### config.mk
export PLATFORM = sky130hd
export DESIGN_NAME = log_record_deframer_crc32_flat
export DESIGN_NICKNAME = d
export VERILOG_FILES = /design/src/sv/lrdc_pkg.sv /design/src/sv/lrdc_byte_if.sv /design/src/sv/lrdc_res_if.sv /design/src/sv/log_record_deframer_crc32.sv /design/src/sv/lrdc_core.sv /design/src/flat_wrapper.sv
export VERILOG_INCLUDE_DIRS = /design/src /design/src/sv
export SDC_FILE = /design/constraint.sdc
export NUM_CORES = 1
export LEC_CHECK = 0
export BUFFER_PORTS_ARGS = -buffer_cell sky130_fd_sc_hd__buf_2
export CAP_MARGIN = 30
export CORE_MARGIN = 2
export CORE_UTILIZATION = 55
export CTS_BUF_LIST = sky130_fd_sc_hd__clkbuf_4 sky130_fd_sc_hd__clkbuf_8 sky130_fd_sc_hd__clkbuf_16
export CTS_CLUSTER_SIZE = 25
export DETAILED_ROUTE_END_ITERATION = 8
export PLACE_DENSITY = 0.7
export SLEW_MARGIN = 20
export SYNTH_ARGS = -nofsm -noshare
export SYNTH_HDL_FRONTEND = slang
export SYNTH_HIERARCHICAL = 1
export SYNTH_SLANG_ARGS = --single-unit
### constraint.sdc
create_clock -name clk -period 31.4 [get_ports clk]
set_clock_uncertainty 0.2 [all_clocks]
set_input_delay 6.28 -clock clk [delete_from_list [all_inputs] [get_ports clk]]
set_output_delay 6.28 -clock clk [all_outputs]
set_load 0.1 [all_outputs]
### src/sv/log_record_deframer_crc32_defines.svh
// assertion macros shared by the deframer rtl
`ifndef LOG_RECORD_DEFRAMER_CRC32_DEFINES_SVH
`define LOG_RECORD_DEFRAMER_CRC32_DEFINES_SVH

`ifndef ASSERT_OFF

// property must hold at every clock edge outside reset
`define LRDC_ASSERT(lbl, clk, rst_n, prop, msg) \
	lbl: assert property (@(posedge clk) disable iff (!rst_n) prop) \
		else $error(msg);

// expression must never be true outside reset
`define LRDC_ASSERT_NEVER(lbl, clk, rst_n, expr, msg) \
	lbl: assert property (@(posedge clk) disable iff (!rst_n) !(expr)) \
		else $error(msg);

`else

`define LRDC_ASSERT(lbl, clk, rst_n, prop, msg)
`define LRDC_ASSERT_NEVER(lbl, clk, rst_n, expr, msg)

`endif

`endif

### src/sv/lrdc_pkg.sv
package lrdc_pkg;

	// depth of the result queue, at least two
	localparam int unsigned LRDC_RES_DEPTH = 4;

	// crc-32, reflected form
	localparam logic [31:0] CRC_POLY = 32'hEDB8_8320;
	localparam logic [31:0] CRC_INIT = 32'hFFFF_FFFF;

	// index of the last header byte and of the last check byte
	localparam logic [3:0] HDR_LAST = 4'd15;
	localparam logic [1:0] CHK_LAST = 2'd3;

	typedef enum logic [1:0] {
		PH_HEADER,
		PH_PAYLOAD,
		PH_CHECK,
		PH_HALTED
	} phase_t;

	typedef enum logic [1:0] {
		KIND_PAYLOAD,
		KIND_ACCEPT,
		KIND_MISMATCH,
		KIND_TRUNC
	} kind_t;

	typedef struct packed {
		kind_t       kind;
		logic [7:0]  payload_byte;
		logic [63:0] sequence_number;
		logic [31:0] record_type;
		logic [31:0] payload_length;
		logic        last_of_run;
	} result_t;

	// up to two results handed to the queue in one cycle
	typedef struct packed {
		logic [1:0] count;
		result_t    r0;
		result_t    r1;
	} res_push_t;

	// one byte through the reflected crc register
	function automatic logic [31:0] crc32_byte(input logic [31:0] crc, input logic [7:0] b);
		logic [31:0] c;
		c = crc ^ {24'd0, b};
		for (int i = 0; i < 8; i++) begin
			c = c[0] ? (CRC_POLY ^ (c >> 1)) : (c >> 1);
		end
		return c;
	endfunction

endpackage

### src/sv/lrdc_byte_if.sv
interface lrdc_byte_if;
	logic       valid;
	logic       ready;
	logic [7:0] data_byte;
	logic       end_of_file;

	modport source (output valid, output data_byte, output end_of_file, input ready);
	modport sink (input valid, input data_byte, input end_of_file, output ready);
endinterface

### src/sv/lrdc_res_if.sv
interface lrdc_res_if;
	logic        valid;
	logic        ready;
	logic [1:0]  kind;
	logic [7:0]  payload_byte;
	logic [63:0] sequence_number;
	logic [31:0] record_type;
	logic [31:0] payload_length;
	logic        last_of_run;

	modport source (
		output valid, output kind, output payload_byte, output sequence_number,
		output record_type, output payload_length, output last_of_run, input ready
	);
	modport sink (
		input valid, input kind, input payload_byte, input sequence_number,
		input record_type, input payload_length, input last_of_run, output ready
	);
endinterface

### src/sv/log_record_deframer_crc32.sv
// Log record deframer with CRC-32 check.
// rx carries the log file one byte per request (data_byte, end_of_file marks
// the last byte of a file). tx carries results: payload bytes as they pass,
// then record accepted or CRC mismatch at the end of each record, and a
// truncation report when a file ends inside a record. Every result carries
// the header fields of its record; last_of_run flags the final result of a
// byte. A byte gives at most two results.
// Path: a byte taken from rx is held in the input register, parsed into the
// result queue once two entries are free, and offered on tx from there.
// Throughput: one byte per cycle while the queue has room; header CRC update,
// field capture and the compares sit between input register and result queue.
// The result queue holds ResDepth results; a byte is parsed only when two
// entries are free, so a stalled receiver fills the queue and then rx.ready
// falls. A byte giving two results pushes both at once; tx offers them in turn.
// After a mismatch bytes give no result until the file ends.
// Reset: header phase, empty queue, ready as soon as reset is released.
`include "log_record_deframer_crc32_defines.svh"

module log_record_deframer_crc32
	import lrdc_pkg::*;
#(
	parameter int unsigned ResDepth = LRDC_RES_DEPTH
) (
	input  logic        clk,
	input  logic        arst_n,
	lrdc_byte_if.sink   rx,
	lrdc_res_if.source  tx
);

	localparam int unsigned PtrW = (ResDepth > 1) ? $clog2(ResDepth) : 1;
	localparam int unsigned CntW = $clog2(ResDepth + 1);

	res_push_t      push;
	logic           room;
	logic           pop;
	result_t        mem_q [ResDepth];
	logic [PtrW-1:0] head_q;
	logic [PtrW-1:0] tail_q;
	logic [PtrW-1:0] tail_inc;
	logic [CntW-1:0] count_q;
	result_t        head_res;

	function automatic logic [PtrW-1:0] ptr_inc(input logic [PtrW-1:0] p);
		return (p == PtrW'(ResDepth - 1)) ? '0 : p + 1'b1;
	endfunction

	lrdc_core u_core (
		.clk    (clk),
		.arst_n (arst_n),
		.rx     (rx),
		.room   (room),
		.push   (push)
	);

	assign room     = count_q <= CntW'(ResDepth - 2);
	assign pop      = tx.valid && tx.ready;
	assign tail_inc = ptr_inc(tail_q);

	// result queue storage
	always_ff @(posedge clk) begin
		if (push.count != 2'd0) begin
			mem_q[tail_q] <= push.r0;
		end
		if (push.count == 2'd2) begin
			mem_q[tail_inc] <= push.r1;
		end
	end

	// queue pointers and fill level
	always_ff @(posedge clk or negedge arst_n) begin
		if (!arst_n) begin
			head_q  <= '0;
			tail_q  <= '0;
			count_q <= '0;
		end else begin
			if (pop) begin
				head_q <= ptr_inc(head_q);
			end
			if (push.count == 2'd1) begin
				tail_q <= tail_inc;
			end else if (push.count == 2'd2) begin
				tail_q <= ptr_inc(tail_inc);
			end
			count_q <= count_q + CntW'(push.count) - CntW'(pop);
		end
	end

	// head of queue to the output channel
	assign head_res        = mem_q[head_q];
	assign tx.valid        = count_q != '0;
	assign tx.kind         = head_res.kind;
	assign tx.payload_byte = head_res.payload_byte;
	assign tx.sequence_number = head_res.sequence_number;
	assign tx.record_type  = head_res.record_type;
	assign tx.payload_length = head_res.payload_length;
	assign tx.last_of_run  = head_res.last_of_run;

	`LRDC_ASSERT(a_no_overflow, clk, arst_n,
		push.count != 2'd0 |-> count_q <= CntW'(ResDepth - 2),
		"result queue overflow")
	`LRDC_ASSERT(a_count_bound, clk, arst_n, count_q <= CntW'(ResDepth),
		"result queue level out of range")
	`LRDC_ASSERT(a_pair_order, clk, arst_n,
		push.count == 2'd2 |-> push.r1.kind == KIND_TRUNC && !push.r0.last_of_run,
		"second result of a byte is not a truncation report")

endmodule

### src/sv/lrdc_core.sv
`include "log_record_deframer_crc32_defines.svh"

module lrdc_core
	import lrdc_pkg::*;
(
	input  logic              clk,
	input  logic              arst_n,
	lrdc_byte_if.sink         rx,
	input  logic              room,
	output res_push_t         push
);

	// input register
	logic       valid_s1;
	logic [7:0] byte_s1;
	logic       eof_s1;

	// parser state
	phase_t      phase_q;
	logic [31:0] seen_q;
	logic [63:0] seq_q;
	logic [31:0] type_q;
	logic [31:0] len_q;
	logic [31:0] crc_q;
	logic [31:0] check_q;

	// values after the byte itself, before end of file handling
	phase_t      phase_st;
	logic [31:0] seen_st;
	logic [63:0] seq_st;
	logic [31:0] type_st;
	logic [31:0] len_st;
	logic [31:0] crc_st;
	logic [31:0] check_st;
	logic        done_st;
	logic        prim_st;
	kind_t       prim_kind;

	// next state
	phase_t      phase_n;
	logic [31:0] seen_n;
	logic [63:0] seq_n;
	logic [31:0] type_n;
	logic [31:0] len_n;
	logic [31:0] crc_n;
	logic [31:0] check_n;

	logic        fire;
	logic        trunc;
	logic [31:0] seen_inc;
	logic [31:0] crc_upd;
	logic [31:0] check_shift;
	logic [3:0]  hdr_idx;
	result_t     res_prim;
	result_t     res_trunc;

	assign fire        = valid_s1 && room;
	assign rx.ready    = !valid_s1 || room;
	assign seen_inc    = seen_q + 32'd1;
	assign crc_upd     = crc32_byte(crc_q, byte_s1);
	assign check_shift = {check_q[23:0], byte_s1};
	assign hdr_idx     = seen_q[3:0];

	// input register load
	always_ff @(posedge clk or negedge arst_n) begin
		if (!arst_n) begin
			valid_s1 <= 1'b0;
		end else if (rx.ready) begin
			valid_s1 <= rx.valid;
		end
	end

	always_ff @(posedge clk) begin
		if (rx.valid && rx.ready) begin
			byte_s1 <= rx.data_byte;
			eof_s1  <= rx.end_of_file;
		end
	end

	// effect of the byte in the current phase
	always_comb begin
		phase_st  = phase_q;
		seen_st   = seen_q;
		seq_st    = seq_q;
		type_st   = type_q;
		len_st    = len_q;
		crc_st    = crc_q;
		check_st  = check_q;
		done_st   = 1'b0;
		prim_st   = 1'b0;
		prim_kind = KIND_PAYLOAD;
		unique case (phase_q)
			PH_HEADER: begin
				crc_st = crc_upd;
				if (!hdr_idx[3]) begin
					seq_st[{~hdr_idx[2:0], 3'b000} +: 8] = byte_s1;
				end else if (!hdr_idx[2]) begin
					type_st[{~hdr_idx[1:0], 3'b000} +: 8] = byte_s1;
				end else begin
					len_st[{~hdr_idx[1:0], 3'b000} +: 8] = byte_s1;
				end
				seen_st = seen_inc;
				if (hdr_idx == HDR_LAST) begin
					seen_st  = '0;
					phase_st = (len_st == 32'd0) ? PH_CHECK : PH_PAYLOAD;
				end
			end
			PH_PAYLOAD: begin
				crc_st    = crc_upd;
				prim_st   = 1'b1;
				prim_kind = KIND_PAYLOAD;
				seen_st   = seen_inc;
				if (seen_inc == len_q) begin
					seen_st  = '0;
					phase_st = PH_CHECK;
				end
			end
			PH_CHECK: begin
				check_st = check_shift;
				seen_st  = seen_inc;
				if (seen_q[1:0] == CHK_LAST) begin
					done_st   = 1'b1;
					prim_st   = 1'b1;
					seen_st   = '0;
					if (~crc_q == check_shift) begin
						prim_kind = KIND_ACCEPT;
						phase_st  = PH_HEADER;
					end else begin
						prim_kind = KIND_MISMATCH;
						phase_st  = PH_HALTED;
					end
				end
			end
			PH_HALTED: begin
			end
			default: begin
			end
		endcase
	end

	// file end inside a record is reported as truncation
	assign trunc = eof_s1 && ((phase_st == PH_PAYLOAD) || (phase_st == PH_CHECK) ||
		(phase_st == PH_HEADER && seen_st != 32'd0));

	// next state: record fields cleared after a check word or at file end, header phase at file end
	always_comb begin
		phase_n = phase_st;
		seen_n  = seen_st;
		seq_n   = seq_st;
		type_n  = type_st;
		len_n   = len_st;
		crc_n   = crc_st;
		check_n = check_st;
		if (done_st || eof_s1) begin
			seen_n  = '0;
			seq_n   = '0;
			type_n  = '0;
			len_n   = '0;
			crc_n   = CRC_INIT;
			check_n = '0;
		end
		if (eof_s1) begin
			phase_n = PH_HEADER;
		end
	end

	// state registers
	always_ff @(posedge clk or negedge arst_n) begin
		if (!arst_n) begin
			phase_q <= PH_HEADER;
			seen_q  <= '0;
			seq_q   <= '0;
			type_q  <= '0;
			len_q   <= '0;
			crc_q   <= CRC_INIT;
			check_q <= '0;
		end else if (fire) begin
			phase_q <= phase_n;
			seen_q  <= seen_n;
			seq_q   <= seq_n;
			type_q  <= type_n;
			len_q   <= len_n;
			crc_q   <= crc_n;
			check_q <= check_n;
		end
	end

	// results of this byte
	always_comb begin
		res_prim.kind            = prim_kind;
		res_prim.payload_byte    = (prim_kind == KIND_PAYLOAD) ? byte_s1 : 8'd0;
		res_prim.sequence_number = seq_st;
		res_prim.record_type     = type_st;
		res_prim.payload_length  = len_st;
		res_prim.last_of_run     = !trunc;

		res_trunc.kind            = KIND_TRUNC;
		res_trunc.payload_byte    = 8'd0;
		res_trunc.sequence_number = seq_st;
		res_trunc.record_type     = type_st;
		res_trunc.payload_length  = len_st;
		res_trunc.last_of_run     = 1'b1;

		push.r0    = prim_st ? res_prim : res_trunc;
		push.r1    = res_trunc;
		push.count = fire ? ({1'b0, prim_st} + {1'b0, trunc}) : 2'd0;
	end

	`LRDC_ASSERT(a_hdr_count, clk, arst_n, phase_q == PH_HEADER |-> seen_q < 32'd16,
		"header byte count out of range")
	`LRDC_ASSERT(a_chk_count, clk, arst_n, phase_q == PH_CHECK |-> seen_q < 32'd4,
		"check byte count out of range")
	`LRDC_ASSERT_NEVER(a_halted_quiet, clk, arst_n,
		fire && phase_q == PH_HALTED && push.count != 2'd0,
		"result produced while halted")

endmodule
### src/flat_wrapper.sv
// flat-port wrapper written by rule: the top's interface ports become plain ports
module log_record_deframer_crc32_flat import lrdc_pkg::*;
#(
	parameter int unsigned ResDepth = LRDC_RES_DEPTH
)
  (clk, arst_n, rx_valid, rx_data_byte, rx_end_of_file, rx_ready, tx_valid, tx_kind, tx_payload_byte, tx_sequence_number, tx_record_type, tx_payload_length, tx_last_of_run, tx_ready);
  lrdc_byte_if rx_i ();
  lrdc_res_if tx_i ();
  input  logic clk;
  input  logic arst_n;
  input wire logic [$bits(rx_i.valid)-1:0] rx_valid;
  input wire logic [$bits(rx_i.data_byte)-1:0] rx_data_byte;
  input wire logic [$bits(rx_i.end_of_file)-1:0] rx_end_of_file;
  output wire logic [$bits(rx_i.ready)-1:0] rx_ready;
  output wire logic [$bits(tx_i.valid)-1:0] tx_valid;
  output wire logic [$bits(tx_i.kind)-1:0] tx_kind;
  output wire logic [$bits(tx_i.payload_byte)-1:0] tx_payload_byte;
  output wire logic [$bits(tx_i.sequence_number)-1:0] tx_sequence_number;
  output wire logic [$bits(tx_i.record_type)-1:0] tx_record_type;
  output wire logic [$bits(tx_i.payload_length)-1:0] tx_payload_length;
  output wire logic [$bits(tx_i.last_of_run)-1:0] tx_last_of_run;
  input wire logic [$bits(tx_i.ready)-1:0] tx_ready;
  assign rx_i.valid = rx_valid;
  assign rx_i.data_byte = rx_data_byte;
  assign rx_i.end_of_file = rx_end_of_file;
  assign rx_ready = rx_i.ready;
  assign tx_valid = tx_i.valid;
  assign tx_kind = tx_i.kind;
  assign tx_payload_byte = tx_i.payload_byte;
  assign tx_sequence_number = tx_i.sequence_number;
  assign tx_record_type = tx_i.record_type;
  assign tx_payload_length = tx_i.payload_length;
  assign tx_last_of_run = tx_i.last_of_run;
  assign tx_i.ready = tx_ready;
  log_record_deframer_crc32 #(.ResDepth(ResDepth)) u_core (.clk(clk), .arst_n(arst_n), .rx(rx_i), .tx(tx_i));
endmodule
# Yosys cells after proc, flatten, opt, wreduce, memory -nomap -nowiden
# Memories as Yosys holds them, arrays and structs flattened.
# Index checks and enable logic that the tools add are counted.
dict set report classes {
  add_sub_neg 9
  mul 0
  n_div 0
  magnitude_cmp 1
  eq_ne 13
  n_shift 4
  muxes 57
  bitwise_logic 12
  n_reduce_logical 24
}
# cell count
set op_table {}
lappend op_table {{$mux W32} 23}
lappend op_table {{$mux W64} 3}
lappend op_table {{$mux W139} 1}
lappend op_table {{$not A13 Y14} 8}
lappend op_table {{$pmux W32 S3} 1}
lappend op_table {{$bwmux W32} 2}
lappend op_table {{$bwmux W64} 1}
lappend op_table {{$eq A32 B32 Y1} 2}
lappend op_table {{$shift A8 B8 Y64 const A} 1}
lappend op_table {{$shiftx A8 B8 Y64} 1}
lappend op_table {{$mux W24} 2}
lappend op_table {{$add A32 B1 Y32 const B} 1}
lappend op_table {{$logic_not A32 Y1} 1}
lappend op_table {{$not A32 Y32} 1}
lappend op_table {{$reduce_bool A32 Y1} 1}
lappend op_table {{$shift A8 B7 Y32 const A} 1}
lappend op_table {{$shiftx A8 B7 Y32} 1}
lappend op_table {{$xor A32 B8 Y32} 1}
lappend op_table {{$mux W2} 15}
lappend op_table {{$eq A2 B2 Y1 const B} 7}
lappend op_table {{$mux W8} 1}
lappend op_table {{$neg A6 Y8} 1}
lappend op_table {{$reduce_bool A2 Y1} 4}
lappend op_table {{$neg A5 Y7} 1}
lappend op_table {{19 further kinds} 39}
dict set report totals {
  reg_bits 235
  latchBits 0
  ramBits 556
  romBits 0
  in_bits 13
  out_inout_bits 141
  word_cells 134
  memories 1
}
# memory depth width read_ports rd_ports_with_merged_regs wr line_no
set mem_list {}
lappend mem_list {u_core.mem_q 4 139 1 0 2 log_record_deframer_crc32.sv:36} ;# result_t mem_q [ResDepth];

# Longest topological paths before layout
dict set report logic_depth {
  word_depth 20
  depth_mapped 32
  depth_no_buf 30
}

# Modules after synthesis
# Netlist, hierarchy kept.
# module n_inst cells_per_inst area_per_inst_um2 seq_area_each_um2
set by_module_without_submodules {}
lappend by_module_without_submodules {log_record_deframer_crc32 1 1402 27186.1 16871.2}
lappend by_module_without_submodules {lrdc_core 1 1675 14950.6 5790.6}

# Least setup slack after synthesis
# No wires, ideal clock.
dict set report synth_path {
  path_type {register to register}
  from {reg u_core.u_core.seen_q[0]}
  to {mem u_core/mem_q[1][0] (netlist bit), enable pin}
  setup_time_ns 0.829
  arrival_ns 15.400
  required_time_ns 30.371
  path_slack_ns 14.971
  stages_incl_launch_ff 29
  n_path_buf 3
  synth_period_minus_slack_ns 16.429
  cell_sequence {dfrtp_1 -> ha_1 -> buf_2 -> and3_1 -> inv_2 -> clkbuf_1 -> ha_1 -> xor2_1 -> nand2_1 -> or4_1 -> nor4_1 -> o2111ai_1 -> or4_4 -> o21ai_4 -> buf_6 -> a41oi_1 -> o22ai_1 -> ha_1 -> nand4b_1 -> a21oi_1 -> nand2_1 -> a211o_1 -> a211oi_1 -> a41oi_1 -> ha_1 -> and3_1 -> inv_1 -> ha_1 -> o21ai_0}
}
# element line_no
set synth_lines {}
lappend synth_lines {{start, declared} lrdc_core.sv:20} ;# logic [31:0] seen_q;
lappend synth_lines {{start signal, assigned} lrdc_core.sv:179} ;# seen_q <= seen_n;
lappend synth_lines {{end, declared} log_record_deframer_crc32.sv:36}

==> impl_results.md <==
- Unrepaired setup endpoints after global routing: false
- Tot GR Track Use: 28.7%
- Worst EP required: 31.46 ns
- Placeable core area: 75,900 um^2
- Vias per inst: 6.34
- Distinct cell type count after synthesis: 80
- Crit-path max FO: 58
- Pwr Density: 95.7 nW/um^2
- CP Buf/Inv Count: 6
- Cell Area, Synth: 42,100 um^2
- CP endpoint kind: flop
- Slew @ Worst Pin: 0.981 ns
- Worst rel slew slack: 34.2%
- PortBufs: 153
- Max IR drop VDD: 0.0728 mV
- Worst hold-check path type: reg -> reg
- Worst path top cell family by delay: simple AND/OR/NAND/NOR gates
- R2R Setup Slk: 21.00 ns
- Via count: 26,400
- Async SR Flop Fraction: 28.6%
- Number of fill cells: 5,827
- Worst Setup Path Type: reg -> reg
- I/O Pins: 154
- Final Hold Vio Count: 0
- PostCTS Resize Cnt: 0
- Remaining antenna violation count after routing: 0
- Finished Core Util: 60.3%
- Hold Path Cell Cnt: 1
- Top cells by area, synth: edfxtp_1 (40%), mux2_2 (15%), dfrtp_1 (12%)
- Outcome: finished, final reports clean
- Setup violators final: 0
- Routed length per instance: 27.0 um
- Synth top cells by count: mux2_2 (577), edfxtp_1 (565), dfrtp_1 (194)
- Initial antenna violation count: 1
- Synth warn: 6
- Crit path time final: 10.40 ns
- Setup Fix Bufs, Post-CTS: 0
- Cts hold-fix bufs: 0
- Critical Path AT: 10.47 ns
- Worst Hold End: u_core/u_core/seq_q[39]$_DFFE_PN0P_
- Clk pin slew, worst setup/hold paths: 0.06 ns
- Design Power: 0.00439 W
- Yosys reg bits: 791
- Worst r2r path cells: 28
- CTS root buf: clkbuf_16
- Worst R2R End: u_core/mem_q[0][79]$_DFFE_PP_
- Syn Area/Cell: 13.7 um^2
- Die area: 78,800 um^2
- Setup tns final: 0 ns
- Top cell type's share of synthesized area: 40.3%
- Max frequency: 96.1 MHz
- CP Launch Point: u_core/u_core/seen_q[0]$_DFFE_PN0P_
- Largest net degree at the start of global routing: 109
- H-tree depth: 3
- Synth Flop Type: edfxtp_1
- Final period utilization: 33.1%
- TritonCTS Buffers: 85
- TritonCTS clock tree: yes
- Initial core utilization: 55.5%
- Startpoint Class: flop
- Layout cells sized above 1: 37.4%
- Final Max Tran Viols: 0
- Crit path largest cell delay: 0.87 ns
- Global route overflow: 0
- Detailed Route Iter0 Violations: 2,589
- MaxCap Viol Count: 0
- First-pass DRT Iterations: 6
- First-pass GRT wire length: 170,000 um
- Clk_lat worst skew: 0.65 ns
- Final #Nets: 3,098
- Vias in the first global route: 26,800
- CTS sink count: 791
- Drt total wl: 112,000 um
- Max Root-Sink Buffers: 3
- Rows: 101
- Critical R2R Launch: u_core/u_core/seen_q[0]$_DFFE_PN0P_
- Die Wd: 281 um
- P_leak: 17.9 nW
- DRC Markers: 0
- Synth area leader: edfxtp_1
- Top-count cell post-synth: mux2_2
- HP Start: u_core/u_core/seq_q[39]$_DFFE_PN0P_
- RePlAce Congestion: 0.995
- Number of synthesized flops with an enable pin: 565
- Syn Inst Count: 3,077
- Post-detail-place hpwl: 69,800 um
- CP max stage cell: buf_4
- Die Ht: 281 um
- Area growth from synthesis to layout: 8.74%
- Sequential share of the synthesized area: 53.8%
-- worst max path at each step --
stage | to | cells past startpoint | slack (ns)
floorplan | u_core/mem_q[1][0]$_DFFE_PP_ | 28 | 14.97
global placement | u_core/mem_q[0][76]$_DFFE_PP_ | 28 | 21.13
detailed placement | u_core/mem_q[0][110]$_DFFE_PP_ | 28 | 21.08
CTS | u_core/mem_q[0][96]$_DFFE_PP_ | 28 | 21.05
global route | u_core/mem_q[0][114]$_DFFE_PP_ | 28 | 20.35
finish | u_core/mem_q[0][79]$_DFFE_PP_ | 28 | 21.00
-- stage by stage --
step	instances	cell area [um^2]	hold slack [ns]	worst slack [ns]
after floorplan	3086	42200	0.267	14.97
after global routing	4157	45800	0.312	20.35
final	4158	45800	0.303	21.00
after detailed placement	3964	42700	0.287	21.08
after global placement	3959	42700	0.282	21.13
after CTS	4123	45600	0.304	21.05
-- cell type report --
type / instances / area (um^2) / share of cell area [%]
Clock buffer: 122 / 2510 / 5.49
Inverter: 35 / 131 / 0.287
Antenna cell: 1 / 2.50 / 0.00546
Clock inverter: 37 / 357 / 0.778
Tap cell: 1030 / 1290 / 2.81
Sequential cell: 791 / 22700 / 49.5
Multi-Input combinational cell: 1901 / 17400 / 38.0
Timing Repair Buffer: 241 / 1460 / 3.18
-- power breakdown --
part | internal (W) | total [W] | leakage, nW | switching (W)
Combinational | 0.000507 | 0.00202 | 8.07 | 0.00151
Clock | 0.000595 | 0.00102 | 1.44 | 0.000421
Sequential | 0.00128 | 0.00135 | 8.38 | 0.0000709
Total | 0.00238 | 0.00439 | 17.9 | 0.00200
-- layer usage --
layer,GRT usage [%],share of wire (%)
met1,39.5,42
met2,45.7,47
met3,6.09,8.1
met4,9.43,3.3
met5,0,0
-- kinds of logic after synthesis --
group	after synthesis	share of synthesized area [%]
other	2	0.0178
AOI/OAI and AO/OA	510	8.48
DFF	791	53.8
muxes	719	22.9
adders and majority gates	30	0.909
and+or+nand+nor	493	5.71
xor gates and xnor gates	138	2.90
buffers and inverters	394	5.27
-- worst register-to-register path, delay by kind of cell (launching register included) --
kind	cells	cell delay, ns
xor gates and xnor gates	1	0.24
and+or+nand+nor	9	3.43
DFF	1	0.32
adders and majority gates	4	1.43
AOI/OAI and AO/OA	8	1.76
buffers and inverters	6	2.63
-- sequential cells by signal (all words and copies together) (netlist names) --
signal and cells:
u_core/mem_q 556, u_core/u_core/crc_q 32, u_core/u_core/valid_s1 1, u_core/u_core/len_q 32, u_core/u_core/phase_q 2, u_core/tail_q 2, u_core/u_core/eof_s1 1, u_core/u_core/seen_q 32
u_core/u_core/byte_s1 8, u_core/head_q 2, u_core/count_q 3, u_core/u_core/type_q 32, u_core/u_core/check_q 24, u_core/u_core/seq_q 64
-- layout by cell type, fill, tap and decap left out, types with 9 or more instances in the layout --
cell type,instances
a21o_1,11
clkbuf_16,87
nor2_1,77
dfstp_2,32
clkbuf_4,23
and4_1,9
o21ai_0,99
buf_4,46
nand2_1,188
a31oi_1,10
a22o_1,170
nand3_1,43
a21oi_1,83
a22oi_1,9
nor2b_1,10
o31ai_1,53
buf_2,175
xnor2_1,80
mux4_2,139
clkinv_1,10
nor3_1,30
o21ai_1,17
clkbuf_2,9
nor4_1,25
mux2_2,577
inv_1,32
clkbuf_8,12
dfrtp_1,192
ha_1,29
and2_1,15
and3_1,14
xor2_1,57
nand4_1,28
or4_1,9
clkinv_2,16
edfxtp_1,565
conb_1,11
No activity file was read; power rests on OpenSTA's default activity.
